## src/rtl/hwu_pkg.sv

```systemverilog
// Shared types, constants and a helper function for the Hebbian weight update block.
`timescale 1ns / 1ps

package hwu_pkg;

    localparam int unsigned DATA_W   = 32;
    localparam int unsigned GAIN_W   = 7;
    localparam int unsigned GAINS_W  = 4 * GAIN_W;
    localparam int unsigned FACTOR_W = 26;
    localparam int unsigned PROD_W   = (DATA_W - 1) + GAIN_W;
    localparam int unsigned PLO_W    = PROD_W / 2;
    localparam int unsigned PHI_W    = PROD_W - PLO_W;
    localparam int unsigned PART_W   = PHI_W + FACTOR_W;
    localparam int unsigned FULL_W   = 64;
    localparam int unsigned IDX_W    = 3;

    localparam logic [GAINS_W-1:0] GAINS_RESET   = 28'd52841675;
    localparam logic [DATA_W-1:0]  CEILING_RESET = 32'd65536;

    typedef enum logic [IDX_W-1:0] {
        REG_FACTOR_SELECT = 3'd0,
        REG_QUADRANT_GAINS = 3'd1,
        REG_PRE_THRESHOLD = 3'd2,
        REG_POST_TH_PRE_HIGH = 3'd3,
        REG_POST_TH_PRE_LOW = 3'd4,
        REG_WEIGHT_FLOOR = 3'd5,
        REG_WEIGHT_CEILING = 3'd6,
        REG_MODE_BITS = 3'd7
    } cfg_idx_e;

    typedef enum logic [1:0] {
        QUAD_PRE_HI_POST_HI = 2'd0,
        QUAD_PRE_HI_POST_LO = 2'd1,
        QUAD_PRE_LO_POST_HI = 2'd2,
        QUAD_PRE_LO_POST_LO = 2'd3
    } quad_e;

    typedef struct packed {
        logic [1:0]               factor_select;
        logic [GAINS_W-1:0]       quadrant_gains;
        logic signed [DATA_W-1:0] pre_threshold;
        logic signed [DATA_W-1:0] post_th_pre_high;
        logic signed [DATA_W-1:0] post_th_pre_low;
        logic signed [DATA_W-1:0] weight_floor;
        logic signed [DATA_W-1:0] weight_ceiling;
        logic                     mode_volt;
        logic                     mode_prev;
    } cfg_t;

    // classified connection, leaving stage 1
    typedef struct packed {
        logic signed [DATA_W-1:0] weight;
        logic [GAIN_W-1:0]        gain;
        logic                     eligible;
        logic                     raise;
    } cls_t;

    // scaled connection, leaving the multiplier stages
    typedef struct packed {
        logic signed [DATA_W-1:0] weight;
        logic [DATA_W-1:0]        change;
        logic                     eligible;
        logic                     raise;
    } scl_t;

    // Q0.32 scale factors, rounded to nearest
    function automatic logic [FACTOR_W-1:0] factor_q32(input logic [1:0] sel);
        logic [FACTOR_W-1:0] f;
        unique case (sel)
            2'd0: f = 26'd42949673;
            2'd1: f = 26'd4294967;
            2'd2: f = 26'd429497;
            2'd3: f = 26'd42950;
        endcase
        return f;
    endfunction

endpackage

```

## src/rtl/hwu_cfg.sv

```systemverilog
// Configuration register file for the Hebbian weight update block.
`timescale 1ns / 1ps

module hwu_cfg (
    input  logic                         aclk,
    input  logic                         aresetn,
    input  logic                         cfg_wr_en,
    input  logic [hwu_pkg::IDX_W-1:0]    cfg_addr,
    input  logic [hwu_pkg::DATA_W-1:0]   cfg_wdata,
    output hwu_pkg::cfg_t                cfg
);
    import hwu_pkg::*;

    cfg_t cfg_reg;
    cfg_t cfg_next;

    always_comb begin
        cfg_next = cfg_reg;
        if (cfg_wr_en) begin
            unique case (cfg_idx_e'(cfg_addr))
                REG_FACTOR_SELECT:    cfg_next.factor_select    = cfg_wdata[1:0];
                REG_QUADRANT_GAINS:   cfg_next.quadrant_gains   = cfg_wdata[GAINS_W-1:0];
                REG_PRE_THRESHOLD:    cfg_next.pre_threshold    = cfg_wdata;
                REG_POST_TH_PRE_HIGH: cfg_next.post_th_pre_high = cfg_wdata;
                REG_POST_TH_PRE_LOW:  cfg_next.post_th_pre_low  = cfg_wdata;
                REG_WEIGHT_FLOOR:     cfg_next.weight_floor     = cfg_wdata;
                REG_WEIGHT_CEILING:   cfg_next.weight_ceiling   = cfg_wdata;
                REG_MODE_BITS: begin
                    cfg_next.mode_volt = cfg_wdata[0];
                    cfg_next.mode_prev = cfg_wdata[1];
                end
            endcase
        end
    end

    always_ff @(posedge aclk) begin
        if (!aresetn) begin
            cfg_reg.factor_select    <= 2'd0;
            cfg_reg.quadrant_gains   <= GAINS_RESET;
            cfg_reg.pre_threshold    <= '0;
            cfg_reg.post_th_pre_high <= '0;
            cfg_reg.post_th_pre_low  <= '0;
            cfg_reg.weight_floor     <= '0;
            cfg_reg.weight_ceiling   <= CEILING_RESET;
            cfg_reg.mode_volt        <= 1'b0;
            cfg_reg.mode_prev        <= 1'b0;
        end else begin
            cfg_reg <= cfg_next;
        end
    end

    assign cfg = cfg_reg;

endmodule

```

## src/rtl/hwu_classify.sv

```systemverilog
// Stage 1: eligibility check, quadrant decision and gain pick.
`timescale 1ns / 1ps

module hwu_classify (
    input  logic                              aclk,
    input  logic                              aresetn,
    input  hwu_pkg::cfg_t                     cfg,
    input  logic                              in_valid,
    output logic                              in_ready,
    input  logic signed [hwu_pkg::DATA_W-1:0] weight_in,
    input  logic signed [hwu_pkg::DATA_W-1:0] pre_rate_now,
    input  logic signed [hwu_pkg::DATA_W-1:0] pre_rate_prev,
    input  logic signed [hwu_pkg::DATA_W-1:0] post_rate,
    input  logic signed [hwu_pkg::DATA_W-1:0] post_voltage,
    input  logic                              is_plastic,
    output logic                              out_valid,
    input  logic                              out_ready,
    output hwu_pkg::cls_t                     out_data
);
    import hwu_pkg::*;

    logic valid_reg;
    cls_t data_reg;
    cls_t data_next;

    logic signed [DATA_W-1:0] pre;
    logic signed [DATA_W-1:0] post;
    logic signed [DATA_W-1:0] th_hi;
    logic signed [DATA_W-1:0] th_lo;
    quad_e                    quad;

    assign in_ready = !valid_reg || out_ready;

    always_comb begin
        pre   = cfg.mode_prev ? pre_rate_prev : pre_rate_now;
        post  = cfg.mode_volt ? post_voltage : post_rate;
        th_hi = cfg.mode_volt ? cfg.post_th_pre_high : cfg.pre_threshold;
        th_lo = cfg.mode_volt ? cfg.post_th_pre_low : cfg.pre_threshold;

        if (pre >= cfg.pre_threshold) begin
            quad = (post >= th_hi) ? QUAD_PRE_HI_POST_HI : QUAD_PRE_HI_POST_LO;
        end else begin
            quad = (post >= th_lo) ? QUAD_PRE_LO_POST_HI : QUAD_PRE_LO_POST_LO;
        end

        data_next.weight   = weight_in;
        data_next.eligible = (weight_in > 0) && (weight_in >= cfg.weight_floor)
                             && (weight_in <= cfg.weight_ceiling) && is_plastic;
        data_next.raise    = (quad == QUAD_PRE_HI_POST_HI);
        unique case (quad)
            QUAD_PRE_HI_POST_HI: data_next.gain = cfg.quadrant_gains[0*GAIN_W +: GAIN_W];
            QUAD_PRE_HI_POST_LO: data_next.gain = cfg.quadrant_gains[1*GAIN_W +: GAIN_W];
            QUAD_PRE_LO_POST_HI: data_next.gain = cfg.quadrant_gains[2*GAIN_W +: GAIN_W];
            QUAD_PRE_LO_POST_LO: data_next.gain = cfg.quadrant_gains[3*GAIN_W +: GAIN_W];
        endcase
    end

    always_ff @(posedge aclk) begin
        if (!aresetn) begin
            valid_reg <= 1'b0;
        end else if (in_ready) begin
            valid_reg <= in_valid;
        end
    end

    always_ff @(posedge aclk) begin
        if (in_ready && in_valid) begin
            data_reg <= data_next;
        end
    end

    assign out_valid = valid_reg;
    assign out_data  = data_reg;

endmodule

```

## src/rtl/hwu_scale.sv

```systemverilog
// Stages 2-4: weight*gain, split multiply by the Q0.32 factor, recombine and truncate.
`timescale 1ns / 1ps

module hwu_scale (
    input  logic          aclk,
    input  logic          aresetn,
    input  hwu_pkg::cfg_t cfg,
    input  logic          in_valid,
    output logic          in_ready,
    input  hwu_pkg::cls_t in_data,
    output logic          out_valid,
    input  logic          out_ready,
    output hwu_pkg::scl_t out_data
);
    import hwu_pkg::*;

    typedef struct packed {
        logic signed [DATA_W-1:0] weight;
        logic                     eligible;
        logic                     raise;
    } side_t;

    // stage 2
    logic              v2_reg;
    side_t             side2_reg;
    logic [PROD_W-1:0] prod_reg;
    // stage 3
    logic              v3_reg;
    side_t             side3_reg;
    logic [PART_W-1:0] part_lo_reg;
    logic [PART_W-1:0] part_hi_reg;
    // stage 4
    logic              v4_reg;
    side_t             side4_reg;
    logic [DATA_W-1:0] change_reg;

    logic              rdy2;
    logic              rdy3;
    logic              rdy4;
    logic [FACTOR_W-1:0] factor;
    logic [FULL_W-1:0] full_next;

    assign rdy4     = !v4_reg || out_ready;
    assign rdy3     = !v3_reg || rdy4;
    assign rdy2     = !v2_reg || rdy3;
    assign in_ready = rdy2;

    assign factor = factor_q32(cfg.factor_select);

    // weight is positive whenever the product matters, so its sign bit is dropped
    always_ff @(posedge aclk) begin
        if (rdy2 && in_valid) begin
            prod_reg  <= PROD_W'(in_data.weight[DATA_W-2:0]) * PROD_W'(in_data.gain);
            side2_reg <= '{in_data.weight, in_data.eligible, in_data.raise};
        end
    end

    always_ff @(posedge aclk) begin
        if (rdy3 && v2_reg) begin
            part_lo_reg <= PART_W'(prod_reg[PLO_W-1:0]) * PART_W'(factor);
            part_hi_reg <= PART_W'(prod_reg[PROD_W-1:PLO_W]) * PART_W'(factor);
            side3_reg   <= side2_reg;
        end
    end

    assign full_next = (FULL_W'(part_hi_reg) << PLO_W) + FULL_W'(part_lo_reg);

    always_ff @(posedge aclk) begin
        if (rdy4 && v3_reg) begin
            change_reg <= full_next[FULL_W-1:FULL_W-DATA_W];
            side4_reg  <= side3_reg;
        end
    end

    always_ff @(posedge aclk) begin
        if (!aresetn) begin
            v2_reg <= 1'b0;
            v3_reg <= 1'b0;
            v4_reg <= 1'b0;
        end else begin
            if (rdy2) v2_reg <= in_valid;
            if (rdy3) v3_reg <= v2_reg;
            if (rdy4) v4_reg <= v3_reg;
        end
    end

    assign out_valid         = v4_reg;
    assign out_data.weight   = side4_reg.weight;
    assign out_data.change   = change_reg;
    assign out_data.eligible = side4_reg.eligible;
    assign out_data.raise    = side4_reg.raise;

endmodule

```

## src/rtl/hwu_clamp.sv

```systemverilog
// Stage 5: apply the change with range and zero clamps, output register.
`timescale 1ns / 1ps

module hwu_clamp (
    input  logic                               aclk,
    input  logic                               aresetn,
    input  hwu_pkg::cfg_t                      cfg,
    input  logic                               in_valid,
    output logic                               in_ready,
    input  hwu_pkg::scl_t                      in_data,
    output logic                               out_valid,
    input  logic                               out_ready,
    output logic signed [hwu_pkg::DATA_W-1:0]  weight_out,
    output logic                               was_changed
);
    import hwu_pkg::*;

    logic                     valid_reg;
    logic signed [DATA_W-1:0] weight_reg;
    logic                     changed_reg;
    logic signed [DATA_W-1:0] weight_next;

    logic signed [DATA_W:0] w_ext;
    logic signed [DATA_W:0] chg_ext;
    logic signed [DATA_W:0] room_up;
    logic signed [DATA_W:0] room_down;
    logic signed [DATA_W:0] sum_up;
    logic signed [DATA_W:0] sum_down;

    assign in_ready = !valid_reg || out_ready;

    always_comb begin
        w_ext     = {in_data.weight[DATA_W-1], in_data.weight};
        chg_ext   = {1'b0, in_data.change};
        room_up   = {cfg.weight_ceiling[DATA_W-1], cfg.weight_ceiling} - w_ext;
        room_down = w_ext - {cfg.weight_floor[DATA_W-1], cfg.weight_floor};
        sum_up    = w_ext + chg_ext;
        sum_down  = w_ext - chg_ext;

        if (!in_data.eligible) begin
            weight_next = in_data.weight;
        end else if (in_data.raise) begin
            weight_next = (chg_ext < room_up) ? sum_up[DATA_W-1:0] : cfg.weight_ceiling;
        end else if (chg_ext < room_down) begin
            weight_next = sum_down[DATA_W] ? '0 : sum_down[DATA_W-1:0];
        end else begin
            weight_next = cfg.weight_floor;
        end
    end

    always_ff @(posedge aclk) begin
        if (!aresetn) begin
            valid_reg <= 1'b0;
        end else if (in_ready) begin
            valid_reg <= in_valid;
        end
    end

    always_ff @(posedge aclk) begin
        if (in_ready && in_valid) begin
            weight_reg  <= weight_next;
            changed_reg <= in_data.eligible;
        end
    end

    assign out_valid   = valid_reg;
    assign weight_out  = weight_reg;
    assign was_changed = changed_reg;

endmodule

```

## src/rtl/hebbian_weight_update.sv

```systemverilog
// Top level of the four-quadrant Hebbian weight update pipeline.
//
//  channel   dir  handshake             payload
//  s_        in   s_tvalid / s_tready   tdata: connection operands, tuser: plastic flag
//  m_        out  m_tvalid / m_tready   tdata: new weight, tuser: changed flag
//  cfg_      in   cfg_wr_en             cfg_addr register index, cfg_wdata value
//
//  One transaction per cycle sustained while m_tready stays high; the five
//  register stages from input acceptance to m_tvalid are: classify,
//  weight*gain, split factor multiply, recombine, clamp/output.
//  aresetn is synchronous, active low; it empties the pipeline and loads the
//  register defaults. A stall on m_tready backs up stage by stage; an empty
//  stage still accepts, so no transaction is dropped or duplicated.
`timescale 1ns / 1ps

module hebbian_weight_update (
    input  logic                       aclk,
    input  logic                       aresetn,
    // configuration write port
    input  logic                       cfg_wr_en,
    input  logic [hwu_pkg::IDX_W-1:0]  cfg_addr,
    input  logic [hwu_pkg::DATA_W-1:0] cfg_wdata,
    // input stream
    input  logic                       s_tvalid,
    output logic                       s_tready,
    // weight_in, pre_rate_now, pre_rate_prev, post_rate, post_voltage (32 bits each)
    input  logic [159:0]               s_tdata,
    // is_plastic
    input  logic                       s_tuser,
    // result stream
    output logic                       m_tvalid,
    input  logic                       m_tready,
    // weight_out
    output logic [31:0]                m_tdata,
    // was_changed
    output logic                       m_tuser
);
    import hwu_pkg::*;

    cfg_t cfg;

    logic cls_valid;
    logic cls_ready;
    cls_t cls_data;

    logic scl_valid;
    logic scl_ready;
    scl_t scl_data;

    logic signed [DATA_W-1:0] weight_out;

    // register file; write it only while the pipeline is idle
    hwu_cfg u_cfg (
        .aclk      (aclk),
        .aresetn   (aresetn),
        .cfg_wr_en (cfg_wr_en),
        .cfg_addr  (cfg_addr),
        .cfg_wdata (cfg_wdata),
        .cfg       (cfg)
    );

    // stage 1: eligibility and quadrant -> gain
    hwu_classify u_classify (
        .aclk          (aclk),
        .aresetn       (aresetn),
        .cfg           (cfg),
        .in_valid      (s_tvalid),
        .in_ready      (s_tready),
        .weight_in     (s_tdata[31:0]),
        .pre_rate_now  (s_tdata[63:32]),
        .pre_rate_prev (s_tdata[95:64]),
        .post_rate     (s_tdata[127:96]),
        .post_voltage  (s_tdata[159:128]),
        .is_plastic    (s_tuser),
        .out_valid     (cls_valid),
        .out_ready     (cls_ready),
        .out_data      (cls_data)
    );

    // stages 2-4: change = (weight * gain * factor) >> 32
    hwu_scale u_scale (
        .aclk      (aclk),
        .aresetn   (aresetn),
        .cfg       (cfg),
        .in_valid  (cls_valid),
        .in_ready  (cls_ready),
        .in_data   (cls_data),
        .out_valid (scl_valid),
        .out_ready (scl_ready),
        .out_data  (scl_data)
    );

    // stage 5: raise/lower with clamps, doubles as the output register
    hwu_clamp u_clamp (
        .aclk        (aclk),
        .aresetn     (aresetn),
        .cfg         (cfg),
        .in_valid    (scl_valid),
        .in_ready    (scl_ready),
        .in_data     (scl_data),
        .out_valid   (m_tvalid),
        .out_ready   (m_tready),
        .weight_out  (weight_out),
        .was_changed (m_tuser)
    );

    assign m_tdata = weight_out;

endmodule
```

## config.mk

```make
export PLATFORM = sky130hd
export DESIGN_NAME = hebbian_weight_update
export DESIGN_NICKNAME = d
export VERILOG_FILES = /design/src/rtl/hwu_pkg.sv /design/src/rtl/hwu_cfg.sv /design/src/rtl/hwu_classify.sv /design/src/rtl/hwu_scale.sv /design/src/rtl/hwu_clamp.sv /design/src/rtl/hebbian_weight_update.sv
export SDC_FILE = /design/constraint.sdc
export NUM_CORES = 2
export LEC_CHECK = 0
export ABC_AREA = 0
export BUFFER_PORTS_ARGS = -buffer_cell sky130_fd_sc_hd__buf_2
export CELL_PAD_IN_SITES_DETAIL_PLACEMENT = 0
export CELL_PAD_IN_SITES_GLOBAL_PLACEMENT = 1
export CORE_MARGIN = 3
export CORE_UTILIZATION = 53
export DETAILED_ROUTE_END_ITERATION = 6
export PLACE_DENSITY_LB_ADDON = 0.1
export SLEW_MARGIN = 20
export SYNTH_ARGS = -nofsm -noshare
export SYNTH_HDL_FRONTEND = slang
export SYNTH_SLANG_ARGS = --single-unit
```

## constraint.sdc

```tcl
create_clock -name aclk -period 24.9 [get_ports aclk]
set_clock_uncertainty 0.15 [all_clocks]
set_input_delay 0 -clock aclk [delete_from_list [all_inputs] [get_ports aclk]]
set_output_delay 0 -clock aclk [all_outputs]
set_load 0.01 [all_outputs]
```

==> results.txt <==
----------------------------------------------------
[Timing]
  Worst Tran Pin Value ... about 1.1 ns
  Final critical delay including setup and external delays ... ~11 ns
  Final cycle utilization of the critical path ... 0.427
  Setup violations, final ... 0
  Total negative setup slack ... 0 ns
  Endpoints failing hold ... 0
  Worst setup margin ... 14.26 ns
  Slew Limit Fails ... 0
  Worst slew margin relative to its limit ... 0.277
  Hold slack final ... around 0.063 ns
  Unrepaired setup endpoints after global routing ... false
  Achievable clock frequency ... 94.0 MHz

[Routing]
  Post-detailed-routing wire length ... roughly 200000 microns
  DRC violation count after routing ... 2
  Vias after detailed routing ... 49.1k
  Number of iterations in the first detailed-routing pass ... 7
  Antenna Violating Nets Remaining ... 0
  First DRT Iteration DRCs ... 3537
  Ratio of routed vias to standard cells ... ~5.6
  Wire per inst ... approximately 23 microns

[Clock tree]
  Clock buffer depth ... 3
  Count of hold-fix buffers inserted at cts ... 89
  Clock latency at the later pin of the worst-skew pair ... a little over 0.7 ns
  CTS tree ... built
  Post-cts gate resize count ... 0
  Clock tree root buffer cell ... clkbuf_16
  CTS sink count ... about 510
  Number of buffers inserted by post-CTS setup repair ... 0
  Total number of H-tree levels ... 2
  CTS Buf Count ... 60
  Worst-path clk slew ... approximately 0.07 ns

[Finish]
  Commonest cells after routing, fill and taps aside ... inv_1, fa_1, nand2_1, ha_1, a21oi_1
  Layout cell share with drive strength beyond 1 ... 0.0714
  Number of filler instances in the final layout ... 10.9k
  Max reg flops ... 192
  Nets ... between 8k and 9k
  Area Growth Syn to Fin ... 8.63%
  Most common cell after layout, fill and taps aside ... inv_1
  End-of-flow core utilization ... 0.584

[Worst hold path]
  Worst min-delay path class ... in -> reg

[Synth]
  Flop and latch count out of synthesis ... between 500 and 600
  Count of flip-flops with a built-in enable after synthesis ... about 320
  Main flop type after synthesis ... edfxtp_1
  Sequential fraction of the synthesis area ... 0.207
  Synthesized instance count ... around 7.0k
  Area of the mapped netlist ... ~65000 sq um
  Average size of a mapped cell ... 9.33 sq um
  Syn nets ... 8783
  Count of different cell masters after synthesis ... 93
  Proportion of synthesized flip-flops having asynchronous set or reset ... 0
  Number of warnings reported in the yosys synthesis log ... 0

[Floorplanning]
  Die Y-Extent ... ~360 microns
  Die extent in x ... ~360 microns
  Placeable core region ... 121000 sq um
  Ports placed on the boundary ... approximately 240
  Die area ... about 130000 sq um
  Effective utilization at floorplan ... 0.538
  Cell Rows ... around 130

[Place]
  Final RePlAce weighted congestion ... 0.976
  Worst slack after detailed placement ... between 10 and 15 ns
  Estimated wirelength of the detail-placed design ... approximately 160000 microns
  IO Port Bufs ... 235

[Critical path]
  WP data required ... around 25 ns
  Cell with the biggest individual delay on the critical path ... clkinv_1
  Most frequent cell on the critical path ... fa_1
  Highest net fanout along the worst path ... 42
  Type of element launching the critical path ... flip-flop
  Crit-path leading delay family ... adder cells
  Largest stage delay on the critical path ... 1.02 ns
  Worst path buffer plus inverter count ... 7
  Arrival time of the worst setup path ... 10.87 ns
  Type of the worst setup path ... reg -> reg
  Crit end category ... flip-flop

[Status]
  Violated checks ... DRC
  Result of the run ... finished, violations left

[GRT]
  GRT Overall Usage ... 0.321
  Largest net degree at the start of global routing ... 93
  Number of global-route vias before repair ... between 50k and 60k
  Initial antenna violation count ... 7
  Total congestion overflow ... 0
  Wire length of the first global-routing pass ... around 310000 microns

[Run]
  Max cap viols ... 0

----------------------------------------------------
==> routing by layer <==
metal / GRT usage / vias up / wire length, microns
met2: 0.533 / 1544 / 94500
li1: - / 22900 / -
met3: 0.0378 / 296 / 12400
met5: 0 / - / 13
met1: 0.443 / 24400 / 87800
met4: 0.0947 / 2 / 6490
==> synth_stat cells (21+ instances only) <==
master | count | area (sq um)
inv_1 | 1370 | 5140
fa_1 | 833 | 16700
nand2_1 | 828 | 3110
ha_1 | 776 | 9710
a21oi_1 | 338 | 1690
edfxtp_1 | 317 | 9520
nor2_1 | 229 | 860
clkbuf_1 | 201 | 754
dfxtp_1 | 197 | 3940
and2_1 | 186 | 1160
a21boi_0 | 181 | 1360
xnor2_1 | 176 | 1540
a21o_1 | 150 | 1130
o21ai_0 | 149 | 746
nand2b_1 | 143 | 895
nor2b_1 | 111 | 694
xor2_1 | 69 | 604
nand3_1 | 65 | 325
mux2_2 | 64 | 721
nand4_1 | 57 | 357
nor3_1 | 52 | 260
o21a_1 | 46 | 345
o21bai_1 | 37 | 278
a211oi_1 | 33 | 248
mux2i_1 | 30 | 300
a31oi_1 | 28 | 175
o211ai_1 | 26 | 195
and3_1 | 22 | 138
buf_2 | 21 | 105
==> worst paths after layout <==
path | startpoint | to | slack (ns) | cells after the start
max | u_cfg.cfg[191] | u_scale.part_hi_reg[43] | 14.26 | 28
min | cfg_wdata[30] | u_cfg.cfg[96] | 0.06 | 4
max reg2reg | u_cfg.cfg[191] | u_scale.part_hi_reg[43] | 14.26 | 28
min reg2reg | u_scale.side2_reg[18] | u_scale.side3_reg[18] | 0.21 | 0
==> metrics by stage <==
stage | cells | cell area, sq um
global route | 8830 | 70700
global placement | 8627 | 67700
finish | 8831 | 70700
floorplan | 6973 | 65100
CTS | 8829 | 70700
detailed placement | 8627 | 67700
==> cells by family after synthesis <==
logic type / count (synthesis) / synth area share
fa+ha+maj: 1609 / 0.406
mux: 94 / 0.0157
xor+xnor: 245 / 0.0330
flops: 514 / 0.207
compound gates: 1146 / 0.118
buf+inv: 1602 / 0.0934
simple gates: 1763 / 0.127
==> tightest hold or removal path: cells and delay by family <==
family / cells / cell delay, ns
simple gates: 1 / 0.07
buf+inv: 2 / 0.72
compound gates: 1 / 0.07
==> layout make-up <==
type	instances	area (sq um)	share of cell area
antenna	2	5.00	0.0000708
tap	1612	2020	0.0285
clock buffer	76	1630	0.0231
timing repair buffer	361	2350	0.0333
multi-input combinational	4857	45600	0.646
inverter	1372	5150	0.0729
sequential	514	13500	0.191
clock inverter	37	413	0.00584
Power is not shown: default switching activity piles up to over one toggle a cycle in this logic, so the estimate is an artifact.
